$ cat src/rtl/lia_pkg.sv
package lia_pkg;

	// Largest line length the design is built for, and its default.
	localparam int LIA_MAX_CHARS_HIGH = 62;
	localparam int LIA_MAX_CHARS      = 62;

	// Width of a character count that can hold the largest line length.
	localparam int CNT_W  = $clog2(LIA_MAX_CHARS_HIGH + 1);
	localparam int CHAR_W = 7;
	localparam int BYTE_W = 8;

	// Depth of the operation queue between the front and the back.
	localparam int QUEUE_DEPTH = 4;
	localparam int QPTR_W      = $clog2(QUEUE_DEPTH);

	// Byte codes with a special meaning.
	localparam logic [BYTE_W-1:0] BYTE_BS        = 8'd8;
	localparam logic [BYTE_W-1:0] BYTE_LF        = 8'd10;
	localparam logic [BYTE_W-1:0] BYTE_CR        = 8'd13;
	localparam logic [BYTE_W-1:0] BYTE_PRINT_LO  = 8'd32;
	localparam logic [BYTE_W-1:0] BYTE_PRINT_HI  = 8'd126;

	// Operations handed from the front to the back.
	typedef enum logic {
		OP_APPEND,
		OP_EMIT
	} lia_op_kind_t;

	// An append carries the character and its slot; an emit carries the line length.
	typedef struct packed {
		lia_op_kind_t      kind;
		logic [CHAR_W-1:0] ch;
		logic [CNT_W-1:0]  num;
	} lia_op_t;

endpackage

$ cat src/rtl/lia_ram.sv
module lia_ram #(
	parameter int WIDTH = 7,
	parameter int DEPTH = 62
) (
	input  logic                                    clk,
	input  logic                                    wr_en,
	input  logic [((DEPTH > 1) ? $clog2(DEPTH) : 1)-1:0] wr_addr,
	input  logic [WIDTH-1:0]                        wr_data,
	input  logic                                    rd_en,
	input  logic [((DEPTH > 1) ? $clog2(DEPTH) : 1)-1:0] rd_addr,
	output logic [WIDTH-1:0]                        rd_data
);

	logic [WIDTH-1:0] mem_q [DEPTH];

	// One write port and one registered read port; read data holds while not enabled.
	always_ff @(posedge clk) begin
		if (wr_en) begin
			mem_q[wr_addr] <= wr_data;
		end
		if (rd_en) begin
			rd_data <= mem_q[rd_addr];
		end
	end

endmodule

$ cat src/rtl/lia_front.sv
module lia_front #(
	parameter int MAX_LINE_CHARS = 62
) (
	input  logic                           clk,
	input  logic                           arst_n,
	input  logic [lia_pkg::BYTE_W-1:0]     rx_byte,
	input  logic                           in_valid,
	output logic                           in_ready,
	output logic                           op_push,
	output lia_pkg::lia_op_t               op,
	input  logic                           op_full
);

	import lia_pkg::*;

	logic [CNT_W-1:0] cnt_q;
	logic [CNT_W-1:0] cnt_d;
	logic             disc_q;
	logic             disc_d;
	logic             accept;
	logic             is_newline;
	logic             is_print;
	logic             line_full;

	// A request is taken whenever the queue has room for the operation it may cause.
	assign in_ready = !op_full;
	assign accept   = in_valid && in_ready;

	// Byte classification.
	assign is_newline = (rx_byte == BYTE_LF) || (rx_byte == BYTE_CR);
	assign is_print   = (rx_byte >= BYTE_PRINT_LO) && (rx_byte <= BYTE_PRINT_HI);
	assign line_full  = (cnt_q >= CNT_W'(MAX_LINE_CHARS));

	// Decide the operation for the accepted byte and track the line length.
	always_comb begin
		op_push = 1'b0;
		op.kind = OP_APPEND;
		op.ch   = rx_byte[CHAR_W-1:0];
		op.num  = cnt_q;
		cnt_d   = cnt_q;
		disc_d  = disc_q;
		if (accept) begin
			priority if (disc_q) begin
				if (is_newline) begin
					disc_d = 1'b0;
				end
			end else if (is_newline) begin
				if (cnt_q != '0) begin
					op_push = 1'b1;
					op.kind = OP_EMIT;
				end
				cnt_d = '0;
			end else if (line_full) begin
				// Overlong line: send what is held and skip up to the next newline.
				op_push = 1'b1;
				op.kind = OP_EMIT;
				cnt_d   = '0;
				disc_d  = 1'b1;
			end else if (rx_byte == BYTE_BS) begin
				if (cnt_q != '0) begin
					cnt_d = cnt_q - CNT_W'(1);
				end
			end else if (is_print) begin
				op_push = 1'b1;
				cnt_d   = cnt_q + CNT_W'(1);
			end else begin
				// Control and non-ASCII bytes are dropped.
			end
		end
	end

	always_ff @(posedge clk or negedge arst_n) begin
		if (!arst_n) begin
			cnt_q  <= '0;
			disc_q <= 1'b0;
		end else begin
			cnt_q  <= cnt_d;
			disc_q <= disc_d;
		end
	end

endmodule

$ cat src/rtl/lia_fifo.sv
module lia_fifo (
	input  logic             clk,
	input  logic             arst_n,
	input  logic             push,
	input  lia_pkg::lia_op_t push_op,
	output logic             full,
	input  logic             pop,
	output lia_pkg::lia_op_t head_op,
	output logic             not_empty
);

	import lia_pkg::*;

	lia_op_t            mem_q [QUEUE_DEPTH];
	logic [QPTR_W-1:0]  wr_ptr_q;
	logic [QPTR_W-1:0]  rd_ptr_q;
	logic [QPTR_W:0]    fill_q;

	assign full      = (fill_q == (QPTR_W + 1)'(QUEUE_DEPTH));
	assign not_empty = (fill_q != '0);
	assign head_op   = mem_q[rd_ptr_q];

	// Entry storage.
	always_ff @(posedge clk) begin
		if (push) begin
			mem_q[wr_ptr_q] <= push_op;
		end
	end

	// Pointers and fill level.
	always_ff @(posedge clk or negedge arst_n) begin
		if (!arst_n) begin
			wr_ptr_q <= '0;
			rd_ptr_q <= '0;
			fill_q   <= '0;
		end else begin
			if (push) begin
				wr_ptr_q <= wr_ptr_q + QPTR_W'(1);
			end
			if (pop) begin
				rd_ptr_q <= rd_ptr_q + QPTR_W'(1);
			end
			if (push && !pop) begin
				fill_q <= fill_q + (QPTR_W + 1)'(1);
			end else if (pop && !push) begin
				fill_q <= fill_q - (QPTR_W + 1)'(1);
			end
		end
	end

endmodule

$ cat src/rtl/lia_back.sv
module lia_back #(
	parameter int MAX_LINE_CHARS = 62
) (
	input  logic                           clk,
	input  logic                           arst_n,
	input  logic                           op_valid,
	input  lia_pkg::lia_op_t               op,
	output logic                           op_pop,
	output logic [lia_pkg::CHAR_W-1:0]     line_char,
	output logic                           line_last,
	output logic                           out_valid,
	input  logic                           out_ready
);

	import lia_pkg::*;

	localparam int AW = (MAX_LINE_CHARS > 1) ? $clog2(MAX_LINE_CHARS) : 1;

	typedef enum logic {
		ST_IDLE,
		ST_EMIT
	} state_t;

	state_t           state_q;
	logic [CNT_W-1:0] len_q;
	logic [CNT_W-1:0] idx_q;
	logic             out_valid_q;
	logic             last_q;
	logic             rd_en;
	logic             wr_en;
	logic             rd_is_last;

	// Operations are taken in order; an emit blocks the queue until its line is read out.
	assign op_pop     = (state_q == ST_IDLE) && op_valid;
	assign wr_en      = op_pop && (op.kind == OP_APPEND);
	assign rd_en      = (state_q == ST_EMIT) && (!out_valid_q || out_ready);
	assign rd_is_last = (idx_q == (len_q - CNT_W'(1)));

	lia_ram #(
		.WIDTH (CHAR_W),
		.DEPTH (MAX_LINE_CHARS)
	) u_store (
		.clk     (clk),
		.wr_en   (wr_en),
		.wr_addr (op.num[AW-1:0]),
		.wr_data (op.ch),
		.rd_en   (rd_en),
		.rd_addr (idx_q[AW-1:0]),
		.rd_data (line_char)
	);

	assign out_valid = out_valid_q;
	assign line_last = last_q;

	// Sequencer for line read-out; the store's read register is the output register.
	always_ff @(posedge clk or negedge arst_n) begin
		if (!arst_n) begin
			state_q     <= ST_IDLE;
			len_q       <= '0;
			idx_q       <= '0;
			out_valid_q <= 1'b0;
			last_q      <= 1'b0;
		end else begin
			if (rd_en) begin
				out_valid_q <= 1'b1;
				last_q      <= rd_is_last;
			end else if (out_ready) begin
				out_valid_q <= 1'b0;
			end
			unique case (state_q)
				ST_IDLE: begin
					if (op_pop && (op.kind == OP_EMIT)) begin
						len_q   <= op.num;
						idx_q   <= '0;
						state_q <= ST_EMIT;
					end
				end
				ST_EMIT: begin
					if (rd_en) begin
						idx_q <= idx_q + CNT_W'(1);
						if (rd_is_last) begin
							state_q <= ST_IDLE;
						end
					end
				end
				default: begin
					state_q <= ST_IDLE;
				end
			endcase
		end
	end

endmodule

$ cat src/rtl/line_input_assembler.sv
// Line input assembler.
// The input channel (rx_byte, in_valid, in_ready) takes one received byte per
// request. CR or LF closes the current line, backspace removes the last stored
// character, printable bytes are appended and all other bytes are dropped.
// A line that reaches MAX_LINE_CHARS characters is sent as soon as one more
// non-newline byte arrives, and the rest of it is skipped up to the next newline.
// The output channel (line_char, line_last, out_valid, out_ready) gives one
// character per request, with line_last set on the final character of a line.
// Throughput: one byte per cycle on the input while the operation queue (four
// entries) has room; one character per cycle on the output while out_ready is
// high, read from the line store through its single read port. A closing byte's
// emit is queued, taken by the back end once it is free, and the first character
// is read into the output register. While a line drains, bytes are accepted until
// the queue fills; a stalled receiver holds the output and, when full, in_ready.
// Reset clears the line length, the skip flag, the queue and out_valid; the
// block takes requests in the first cycle after reset.
module line_input_assembler #(
	parameter int MAX_LINE_CHARS = lia_pkg::LIA_MAX_CHARS
) (
	input  logic                           clk,
	input  logic                           arst_n,
	input  logic [lia_pkg::BYTE_W-1:0]     rx_byte,
	input  logic                           in_valid,
	output logic                           in_ready,
	output logic [lia_pkg::CHAR_W-1:0]     line_char,
	output logic                           line_last,
	output logic                           out_valid,
	input  logic                           out_ready
);

	import lia_pkg::*;

	logic    op_push;
	lia_op_t push_op;
	logic    op_full;
	logic    op_pop;
	lia_op_t head_op;
	logic    op_valid;

	lia_front #(
		.MAX_LINE_CHARS (MAX_LINE_CHARS)
	) u_front (
		.clk      (clk),
		.arst_n   (arst_n),
		.rx_byte  (rx_byte),
		.in_valid (in_valid),
		.in_ready (in_ready),
		.op_push  (op_push),
		.op       (push_op),
		.op_full  (op_full)
	);

	lia_fifo u_queue (
		.clk       (clk),
		.arst_n    (arst_n),
		.push      (op_push),
		.push_op   (push_op),
		.full      (op_full),
		.pop       (op_pop),
		.head_op   (head_op),
		.not_empty (op_valid)
	);

	lia_back #(
		.MAX_LINE_CHARS (MAX_LINE_CHARS)
	) u_back (
		.clk       (clk),
		.arst_n    (arst_n),
		.op_valid  (op_valid),
		.op        (head_op),
		.op_pop    (op_pop),
		.line_char (line_char),
		.line_last (line_last),
		.out_valid (out_valid),
		.out_ready (out_ready)
	);

endmodule

$ cat config.mk
export PLATFORM = sky130hd
export DESIGN_NAME = line_input_assembler
export DESIGN_NICKNAME = d
export VERILOG_FILES = /design/src/rtl/lia_pkg.sv /design/src/rtl/lia_ram.sv /design/src/rtl/lia_front.sv /design/src/rtl/lia_fifo.sv /design/src/rtl/lia_back.sv /design/src/rtl/line_input_assembler.sv
export SDC_FILE = /design/constraint.sdc
export NUM_CORES = 1
export LEC_CHECK = 0
export BUFFER_PORTS_ARGS = -buffer_cell sky130_fd_sc_hd__buf_2
export CAP_MARGIN = 25
export CORE_ASPECT_RATIO = 0.6
export CORE_UTILIZATION = 55
export CTS_BUF_LIST = sky130_fd_sc_hd__clkbuf_8 sky130_fd_sc_hd__clkbuf_16
export DETAILED_ROUTE_END_ITERATION = 10
export GPL_TIMING_DRIVEN = 0
export PLACE_DENSITY = 0.71
export RECOVER_POWER = 100
export SLEW_MARGIN = 20
export SYNTH_ARGS = -nofsm -noshare
export SYNTH_HDL_FRONTEND = slang
export SYNTH_SLANG_ARGS = --single-unit
$ cat constraint.sdc
create_clock -name clk -period 8.14 [get_ports clk]
set_clock_uncertainty 0.1 [all_clocks]
set_input_delay 1.221 -clock clk [delete_from_list [all_inputs] [get_ports clk]]
set_output_delay 1.221 -clock clk [all_outputs]
set_load 0.05 [all_outputs]
==> flow_summary.yaml, run 1 <==
critical_path:
  crit_path_end_kind: "flip-flop"
  rrSetupSlack_ns: 3.70
  startpoint_type: "flip-flop"
  timing.rr.start: "u_queue.rd_ptr_q[1]"
  cp_cell_sequence: "clkbuf_1 -> clkbuf_1 -> mux4_2 -> nor3_1 -> nand3_1 -> nor2_1"
  crit_cells: 6
  critPathBufInv: 2
  path_class: "flip-flop to flip-flop"
  crit_arrival_ns: 4.53
  required_ns: 8.23
  path_common_cell: "clkbuf_1"
  reg2reg_to: "u_back.u_store.mem_q[3][0]"
  cp_slowest_stage_delay_ns: 0.82
  cp-startpoint: "u_queue.rd_ptr_q[1]"
  r2r_cells: 6
  path_delay_family: "simple AND/OR/NAND/NOR gates"
  cp_slowest_cell: "nor2_1"
  crit_fanout: 10
  endpoint: "u_back.u_store.mem_q[3][0]"
placement:
  place_area_um2: 21770
  place.detailed.hpwl_um: 32400
  io_buffer_count: 21
  gp_congestion: 0.9530
  placed_cells: 1608
pwr:
  leakage_nw: 7.374
  peakVddDrop_mv: 0.1924
  p_per_area_nw_per_um2: 324.5
clock_network:
  post_cts_buffers: 0
  cts.path.max_buffers: 3
  h-tree-depth: 2
  cts_resized: 0
  clkSinkCount: 526
  ctsHoldBuffers: 0
  clock_latency_ns: 0.56
  tritoncts: "yes"
  clk_pin_slew_ns: 0.06
  cts_inserted_buffers: 47
  root_buffer: "clkbuf_16"
finish:
  regArea_um2: 15650
  layout_commonest_cell: "edfxtp_1"
  final_util_pct: 62.78
  multi_input_area_um2: 4991
  nets: 1178
  final-instance-count-excl-fill: 1693
  drive_above_1_share_pct: 19.02
  final_cell_mix: "edfxtp_1, mux4_2, nor2_1"
  design_area_um2: 23160
  num-fill-cells: 2610
  syn2layout_area_growth_pct: 10.51
synth:
  synth_area_per_cell_um2: 19.40
  syn-cell-area_um2: 20960
  synthFlopType: "edfxtp_1"
  ys_seq_elements: 526
  yosysSeqAreaShare_pct: 74.68
  synth_nets: 1105
  synthCells: 1080
  synth-async-reset-ratio_pct: 5.513
  synth.distinct_cells: 57
  synth_edf_count: 497
  yosysWarnings: 0
sta:
  setup_tns_ns: 0
  slew_headroom_pct: -33.40
  slew_viol_final: 115
  rsz0062_at_grt: "false"
  holdWs_ns: 0.3848
  fin_crit_sh_pct: 54.48
  period_minus_slack_ns: 4.435
  hold_viol: 0
  max_freq_mhz: 225.5
  setup_violations: 0
  worstMarginPinSlew_ns: 2.001
global_routing:
  grt_max_degree: 63
  grt_pass1_vias: 10870
  track_usage_pct: 26.37
  grt_pass1_wl_um: 72800
  antenna_found_initial: 0
  grt-ovfl-total: 0
outcome:
  run_status: "complete, but fails checks"
  violations: "capacitance limit, slew limit"
route:
  wl_per_cell_um: 28.84
  post-route-drc-count: 0
  vias_per_cell: 6.436
  postRouteWirelength_um: 48830
  ant_nets: 0
  num_vias: 10900
  drtIter0Drc: 1234
  first_pass_iters: 6
floorplanning:
  dieHeight_um: 153.2
  initial_core_util_pct: 56.80
  rows: 54
  boundaryPins: 22
  die_area_um2: 38910
  die_w_um: 254.0
  fp.coreArea_um2: 36890
worst_hold_path:
  hold_path.class: "flip-flop to flip-flop"
job:
  cap_violations: 3
[registers in the layout, summed over array words and instances (netlist names), 2 cells and up]
name / cells
u_queue.wr_ptr_q: 2
u_front.cnt_q: 6
u_back.u_store.rd_data: 7
u_back.len_q: 6
u_queue.rd_ptr_q: 2
u_queue.fill_q: 3
u_back.u_store.mem_q: 434
u_back.idx_q: 6
u_queue.mem_q: 56
[how the worst min path moves through the flow]
stage                            startpoint  depth (start not counted)                end
after global routing      u_queue.fill_q[2]                          1  u_queue.fill_q[2]
after floorplan           u_queue.fill_q[2]                          1  u_queue.fill_q[2]
after CTS                 u_queue.fill_q[2]                          1  u_queue.fill_q[2]
after detailed placement  u_queue.fill_q[2]                          1  u_queue.fill_q[2]
final                     u_queue.fill_q[2]                          1  u_queue.fill_q[2]
after global placement    u_queue.fill_q[2]                          1  u_queue.fill_q[2]
[kinds of logic after synthesis]
logic type / count (synthesis) / synth area share, %
buffers and inverters: 63 / 1.391
flip-flops: 526 / 74.68
multiplexers: 160 / 14.34
XOR/XNOR: 23 / 0.9613
AND/OR/NAND/NOR: 202 / 4.604
AO/OA/AOI/OAI: 93 / 3.177
adder cells (fa/ha/maj): 13 / 0.8479
[synthesized netlist by cell type (4+ instances only)]
cell type	n	share of area [%]
edfxtp_1	497	71
mux4_2	106	11
nor2_1	80	1.4
nand2_1	41	0.73
dfrtp_1	29	3.5
mux2i_1	29	1.4
clkbuf_1	22	0.39
mux2_2	22	1.2
a211oi_1	16	0.57
xnor2_1	16	0.67
a22oi_1	15	0.54
buf_2	14	0.33
inv_1	14	0.25
nand3_1	12	0.29
o21ai_0	12	0.29
ha_1	11	0.66
a21oi_1	10	0.24
nor3_1	10	0.24
o22ai_1	10	0.30
nand2b_1	9	0.27
or3_1	8	0.24
xor2_1	7	0.29
and2_1	6	0.18
nor2_2	6	0.18
nor2b_1	6	0.18
a221oi_1	5	0.21
buf_1	5	0.090
a22o_1	4	0.17
a31o_2	4	0.17
buf_4	4	0.14
nand4_1	4	0.12
o221ai_1	4	0.17
[cell type report]
type,instances,share of cell area [%]
Sequential cell,526,67.58
Multi-Input combinational cell,491,21.55
Clock buffer,52,5.473
Tap cell,504,2.723
Clock inverter,32,1.043
Buffer,48,0.9725
Timing Repair Buffer,24,0.4052
Inverter,15,0.2431
Antenna cell,1,0.01081
[stage by stage]
stage	setup WS, ns	power [mW]
after floorplan	4.593	4.603
after CTS	4.436	7.504
after global routing	3.588	7.755
final	3.705	7.515
after global placement	4.058	5.276
after detailed placement	3.971	5.337
[power breakdown]
part	total (mW)	internal (mW)	switching [mW]	leakage, nW
combinational	2.00	0.694	1.30	1.80
clock	2.20	1.24	0.965	0.780
sequential	3.31	3.22	0.0937	4.79
total	7.51	5.15	2.36	7.37
[layer usage]
metal	vias to the layer above	track usage (%)	share of wire (%)
li1	4525	-	-
met1	5679	41.47	44
met2	620	34.99	41
met3	70	9.911	13
met4	2	5.508	1.6
met5	-	1.366	0.14
[worst reg2reg max path, stage by stage (launching register included)]
cell      delay [ns]
dfrtp_1         0.32
clkbuf_1        0.33
clkbuf_1        0.58
mux4_2          0.53
nor3_1          0.64
nand3_1         0.73
nor2_1          0.83
Power figures use the tool's default switching activity.
==> run 2: changes to the inputs <==
Settings changed: PLACE_DENSITY 0.71 to 0.74.
Clock period 8.14 ns to 3.6 ns, I/O delays scaled along.
==> flow_summary.yaml, run 2 (synthesized netlist as in run 1, its figures left out) <==
outcome:
  run_status: "complete, but fails checks"
  violations: "capacitance limit, slew limit, setup timing"
route:
  ant_nets: 0
  postRouteWirelength_um: 49710
  vias_per_cell: 6.488
  num_vias: 11010
  post-route-drc-count: 0
  wl_per_cell_um: 29.29
  drtIter0Drc: 1489
  first_pass_iters: 8
clock_network:
  clock_latency_ns: 0.58
  tritoncts: "yes"
  cts_inserted_buffers: 46
  cts.path.max_buffers: 3
  clkSinkCount: 526
  h-tree-depth: 2
  clk_pin_slew_ns: 0.07
  root_buffer: "clkbuf_16"
global_routing:
  grt-ovfl-total: 0
  grt_pass1_wl_um: 72280
  grt_max_degree: 63
  antenna_found_initial: 1
  grt_pass1_vias: 10900
  track_usage_pct: 26.37
pwr:
  p_per_area_nw_per_um2: 728.4
  pwr-share-comb_pct: 26.8
  swShare_pct: 31.87
  power_frac_seq_pct: 44.2
  p_clk_share_pct: 28.9
  peakVddDrop_mv: 0.5159
  leakage_nw: 7.377
  p_sw_mw: 5.388
  p_int_mw: 11.52
finish:
  reg_top3: "u_back.u_store.mem_q: 434 flops, u_queue.mem_q: 56 flops, u_back.u_store.rd_data: 7 flops"
  largest_reg_flops: 434
  layout_commonest_cell: "edfxtp_1"
  regMostFlops: "u_back.u_store.mem_q"
  final_cell_mix: "edfxtp_1, mux4_2, nor2_1"
  final-instance-count-excl-fill: 1697
  nets: 1180
  diodes: 0
  drive_above_1_share_pct: 21.21
  num-fill-cells: 2569
  syn2layout_area_growth_pct: 10.77
job:
  cap_violations: 1
floorplanning:
  fp.coreArea_um2: 36890
  die_area_um2: 38910
  dieHeight_um: 153.2
  initial_core_util_pct: 56.80
  rows: 54
  die_w_um: 254.0
  boundaryPins: 22
sta:
  setup_slack_ns: -0.1326
  period_minus_slack_ns: 3.733
  setup_tns_ns: -3.356
  slew_headroom_pct: -17.52
  rsz0062_at_grt: "true"
  worstMarginPinSlew_ns: 1.763
  fin_crit_sh_pct: 103.7
  max_freq_mhz: 267.9
  slew_viol_final: 30
  hold_viol: 0
  setup_violations: 43
placement:
  dp_slack_ns: -0.01509
  placed_cells: 1610
  gp_congestion: 0.9309
  io_buffer_count: 21
  place.detailed.hpwl_um: 33390
critical_path:
  cp_cell_sequence: "clkbuf_1 -> buf_2 -> mux4_2 -> nor3_2 -> nand4_1 -> nor2_1"
  cp_slowest_stage_delay_ns: 0.82
  required_ns: 3.71
  crit_arrival_ns: 3.84
  critPathBufInv: 2
  crit_fanout: 10
  path_delay_family: "simple AND/OR/NAND/NOR gates"
  startpoint_type: "flip-flop"
  path_class: "flip-flop to flip-flop"
  cp_slowest_cell: "nor2_1"
  crit_path_end_kind: "flip-flop"
worst_hold_path:
  hold_path.class: "primary input to flip-flop"
## run 2: cell type report
| class | count | area, um^2 | area share [%] |
|---|---|---|---|
| Sequential cell | 526 | 15650 | 67.42 |
| Clock buffer | 49 | 1226 | 5.282 |
| Buffer | 48 | 227.7 | 0.9810 |
| Multi-Input combinational cell | 491 | 5051 | 21.76 |
| Tap cell | 504 | 630.6 | 2.717 |
| Timing Repair Buffer | 27 | 115.1 | 0.4959 |
| Clock inverter | 37 | 255.2 | 1.100 |
| Inverter | 15 | 56.30 | 0.2426 |
## run 2: final timing paths
| kind | start | end | slack, ns | cells past startpoint |
|---|---|---|---|---|
| setup / recovery | u_queue.rd_ptr_q[1] | u_back.u_store.mem_q[15][0] | -0.13 | 6 |
| hold / removal | in_valid | u_front.disc_q | 0.07 | 2 |
| setup reg to reg | u_queue.rd_ptr_q[1] | u_back.u_store.mem_q[15][0] | -0.13 | 6 |
| hold reg to reg | u_back.line_last | u_back.line_last | 0.40 | 2 |
| max in group asynchronous | arst_n | u_back.idx_q[2] | 1.51 | 2 |
| min in group asynchronous | arst_n | u_queue.fill_q[2] | 0.86 | 2 |
## run 2: through the flow
step / area, um^2 / total power, mW / hold WS, ns / utilization, %
after floorplan: 20960 / 10.41 / 0.1444 / -
after global placement: 21690 / 11.89 / 0.3653 / 58.80
after detailed placement: 21820 / 12.06 / 0.3728 / 59.14
after CTS: 23310 / 16.89 / 0.04792 / 63.19
after global routing: 23210 / 17.36 / 0.08064 / 62.92
final: 23210 / 16.91 / 0.06869 / 62.92
## run 2: metal layers
metal,wire (um),up-vias,GRT usage (%)
met5,62,-,1.242
met4,1036,2,6.311
met3,6487,103,9.792
met2,20820,638,35.70
met1,21310,5745,40.54
li1,-,4522,-
## run 2: power groups by stage
| stage | sequential (mW) | combinational, mW | clock [mW] |
|---|---|---|---|
| floorplan | 7.68 | 2.73 | 0 |
| global placement | 7.59 | 4.30 | 0 |
| detailed placement | 7.60 | 4.46 | 0 |
| CTS | 7.47 | 4.49 | 4.93 |
| global route | 7.50 | 4.75 | 5.12 |
| finish | 7.48 | 4.54 | 4.89 |
## run 2: worst reg2reg max path, stage by stage (launching register included)
cell      delay [ns]
dfrtp_1         0.32
clkbuf_1        0.30
buf_2           0.36
mux4_2          0.45
nor3_2          0.35
nand4_1         0.65
nor2_1          0.83
## run 2: what timing repair did
action,in CTS,in global routing
hold buffers,1,0
hold endpoints to repair,29,0
buffers inserted,0,0
resized for setup,1,21
endpoints found under the setup margin,21,141
==> run 3: changes to the inputs <==
Settings changed: CORE_UTILIZATION 55 to 57, HOLD_SLACK_MARGIN from default to 0.1, PLACE_DENSITY 0.74 to 0.76.
==> flow_summary.yaml, run 3 (synthesized netlist as in run 1, its figures left out) <==
finish:
  final_cell_mix: "edfxtp_1, mux4_2, nor2_1"
  syn2layout_area_growth_pct: 10.32
  layout_commonest_cell: "edfxtp_1"
  reg_top3: "u_back.u_store.mem_q: 434 flops, u_queue.mem_q: 56 flops, u_back.u_store.rd_data: 7 flops"
  drive_above_1_share_pct: 20.20
  largest_reg_flops: 434
  nets: 1177
  diodes: 0
  regMostFlops: "u_back.u_store.mem_q"
floorplanning:
  dieHeight_um: 150.5
  boundaryPins: 22
  initial_core_util_pct: 58.85
  fp.coreArea_um2: 35610
  die_w_um: 249.5
  rows: 53
  die_area_um2: 37560
route:
  wl_per_cell_um: 30.08
  ant_nets: 0
  vias_per_cell: 6.673
  drtIter0Drc: 1550
  first_pass_iters: 6
  postRouteWirelength_um: 49790
  num_vias: 11040
  post-route-drc-count: 0
clock_network:
  root_buffer: "clkbuf_16"
  h-tree-depth: 2
  clk_pin_slew_ns: 0.07
  clock_latency_ns: 0.57
  post_cts_buffers: 0
  clkSinkCount: 526
  cts.path.max_buffers: 3
  tritoncts: "yes"
  cts_inserted_buffers: 46
global_routing:
  track_usage_pct: 27.59
  grt_pass1_wl_um: 73410
  grt_max_degree: 63
  antenna_found_initial: 0
  grt_pass1_vias: 10930
  grt-ovfl-total: 0
pwr:
  p_int_mw: 11.51
  swShare_pct: 31.62
  p_per_area_nw_per_um2: 727.9
  power_frac_seq_pct: 44.4
  leakage_nw: 7.363
  p_clk_share_pct: 28.6
  p_sw_mw: 5.320
  power_mw: 16.83
  peakVddDrop_mv: 0.4165
  pwr-share-comb_pct: 27.0
sta:
  max_freq_mhz: 274.7
  slew_headroom_pct: -15.72
  hold_viol: 0
  setup_violations: 2
  fin_crit_sh_pct: 101.1
  rsz0062_at_grt: "true"
  slew_viol_final: 30
  setup_tns_ns: -0.04321
  period_minus_slack_ns: 3.640
  worstMarginPinSlew_ns: 1.736
  setup_slack_ns: -0.03988
worst_hold_path:
  hold_path.class: "primary input to flip-flop"
job:
  cap_violations: 1
outcome:
  violations: "capacitance limit, slew limit, setup timing"
  run_status: "complete, but fails checks"
critical_path:
  startpoint_type: "flip-flop"
  path_class: "flip-flop to flip-flop"
  required_ns: 3.80
  crit_path_end_kind: "flip-flop"
  cp_slowest_cell: "clkbuf_1"
  crit_arrival_ns: 3.84
  cp_cell_sequence: "clkbuf_1 -> clkbuf_1 -> mux4_2 -> mux2i_1 -> nor3_1 -> a211oi_1 -> a211oi_1"
  crit_fanout: 10
  cp_slowest_stage_delay_ns: 0.86
  path_delay_family: "buffers and inverters"
  critPathBufInv: 2
placement:
  gp_congestion: 0.9837
  io_buffer_count: 21
  place.detailed.hpwl_um: 33030
run 3: through the flow:
step	worst slack, ns	cells	hold WS [ns]	util [%]	area, um^2
2_1_floorplan	0.7341	1080	0.1444	-	20960
3_3_place_gp	0.1003	1568	0.3810	60.78	21640
3_5_place_dp	0.02527	1569	0.3840	60.86	21670
4_1_cts	0.1117	1655	0.1108	64.99	23140
5_1_grt	-0.1138	1655	0.2031	64.92	23120
6_report	-0.03988	1655	0.2074	64.92	23120
run 3: cell type report:
cell class,instances,area (um^2)
multi-input cells,491,5046
inverters,15,56.30
clock inverters,36,259.0
well taps,467,584.3
repair buffers,24,107.6
flip-flops and latches,526,15650
plain buffers,48,224.0
clock buffers,48,1190
fillers,2389,12490
run 3: per-layer routing:
metal / GRT usage [%] / part of all wire, % / up-vias
li1: - / - / 4519
met2: 38.27 / 42 / 682
met1: 42.02 / 44 / 5758
met3: 9.561 / 12 / 85
met5: 0 / 0 / -
met4: 6.759 / 2.1 / 0
run 3: power by group through the flow:
stage,Clock (mW),Combinational [mW],Sequential (mW)
floorplan,0,2.73,7.68
global placement,0,4.28,7.59
detailed placement,0,4.41,7.60
CTS,4.85,4.45,7.47
global route,5.07,4.76,7.50
finish,4.81,4.54,7.48
run 3: path summary, 6_finish.rpt:
| check | startpoint | endpoint | slack (ns) | cells after the start |
|---|---|---|---|---|
| min in group asynchronous | arst_n | u_front.cnt_q[3] | 0.88 | 2 |
| setup / recovery | u_back.idx_q[1] | u_back.u_store.rd_data[4] | -0.04 | 7 |
| max in group asynchronous | arst_n | u_back.state_q | 1.50 | 2 |
| hold / removal | rx_byte[4] | u_queue.mem_q[2][10] | 0.21 | 1 |
| hold reg to reg | u_queue.fill_q[2] | u_queue.fill_q[2] | 0.39 | 1 |
| setup reg to reg | u_back.idx_q[1] | u_back.u_store.rd_data[4] | -0.04 | 7 |
run 3: worst reg2reg max path, delay by kind of cell (launching register included):
kind | cells | cell delay (ns)
simple gates | 1 | 0.09
mux | 2 | 0.85
flops | 1 | 0.54
buf+inv | 2 | 1.37
compound gates | 2 | 0.44
run 3: repair_timing:
item | in CTS | in global routing
resized for setup | 1 | 16
endpoints found under the hold margin | 30 | 0
pin swaps | 0 | 0
setup endpoints to repair | 1 | 80
hold buffers | 2 | 0
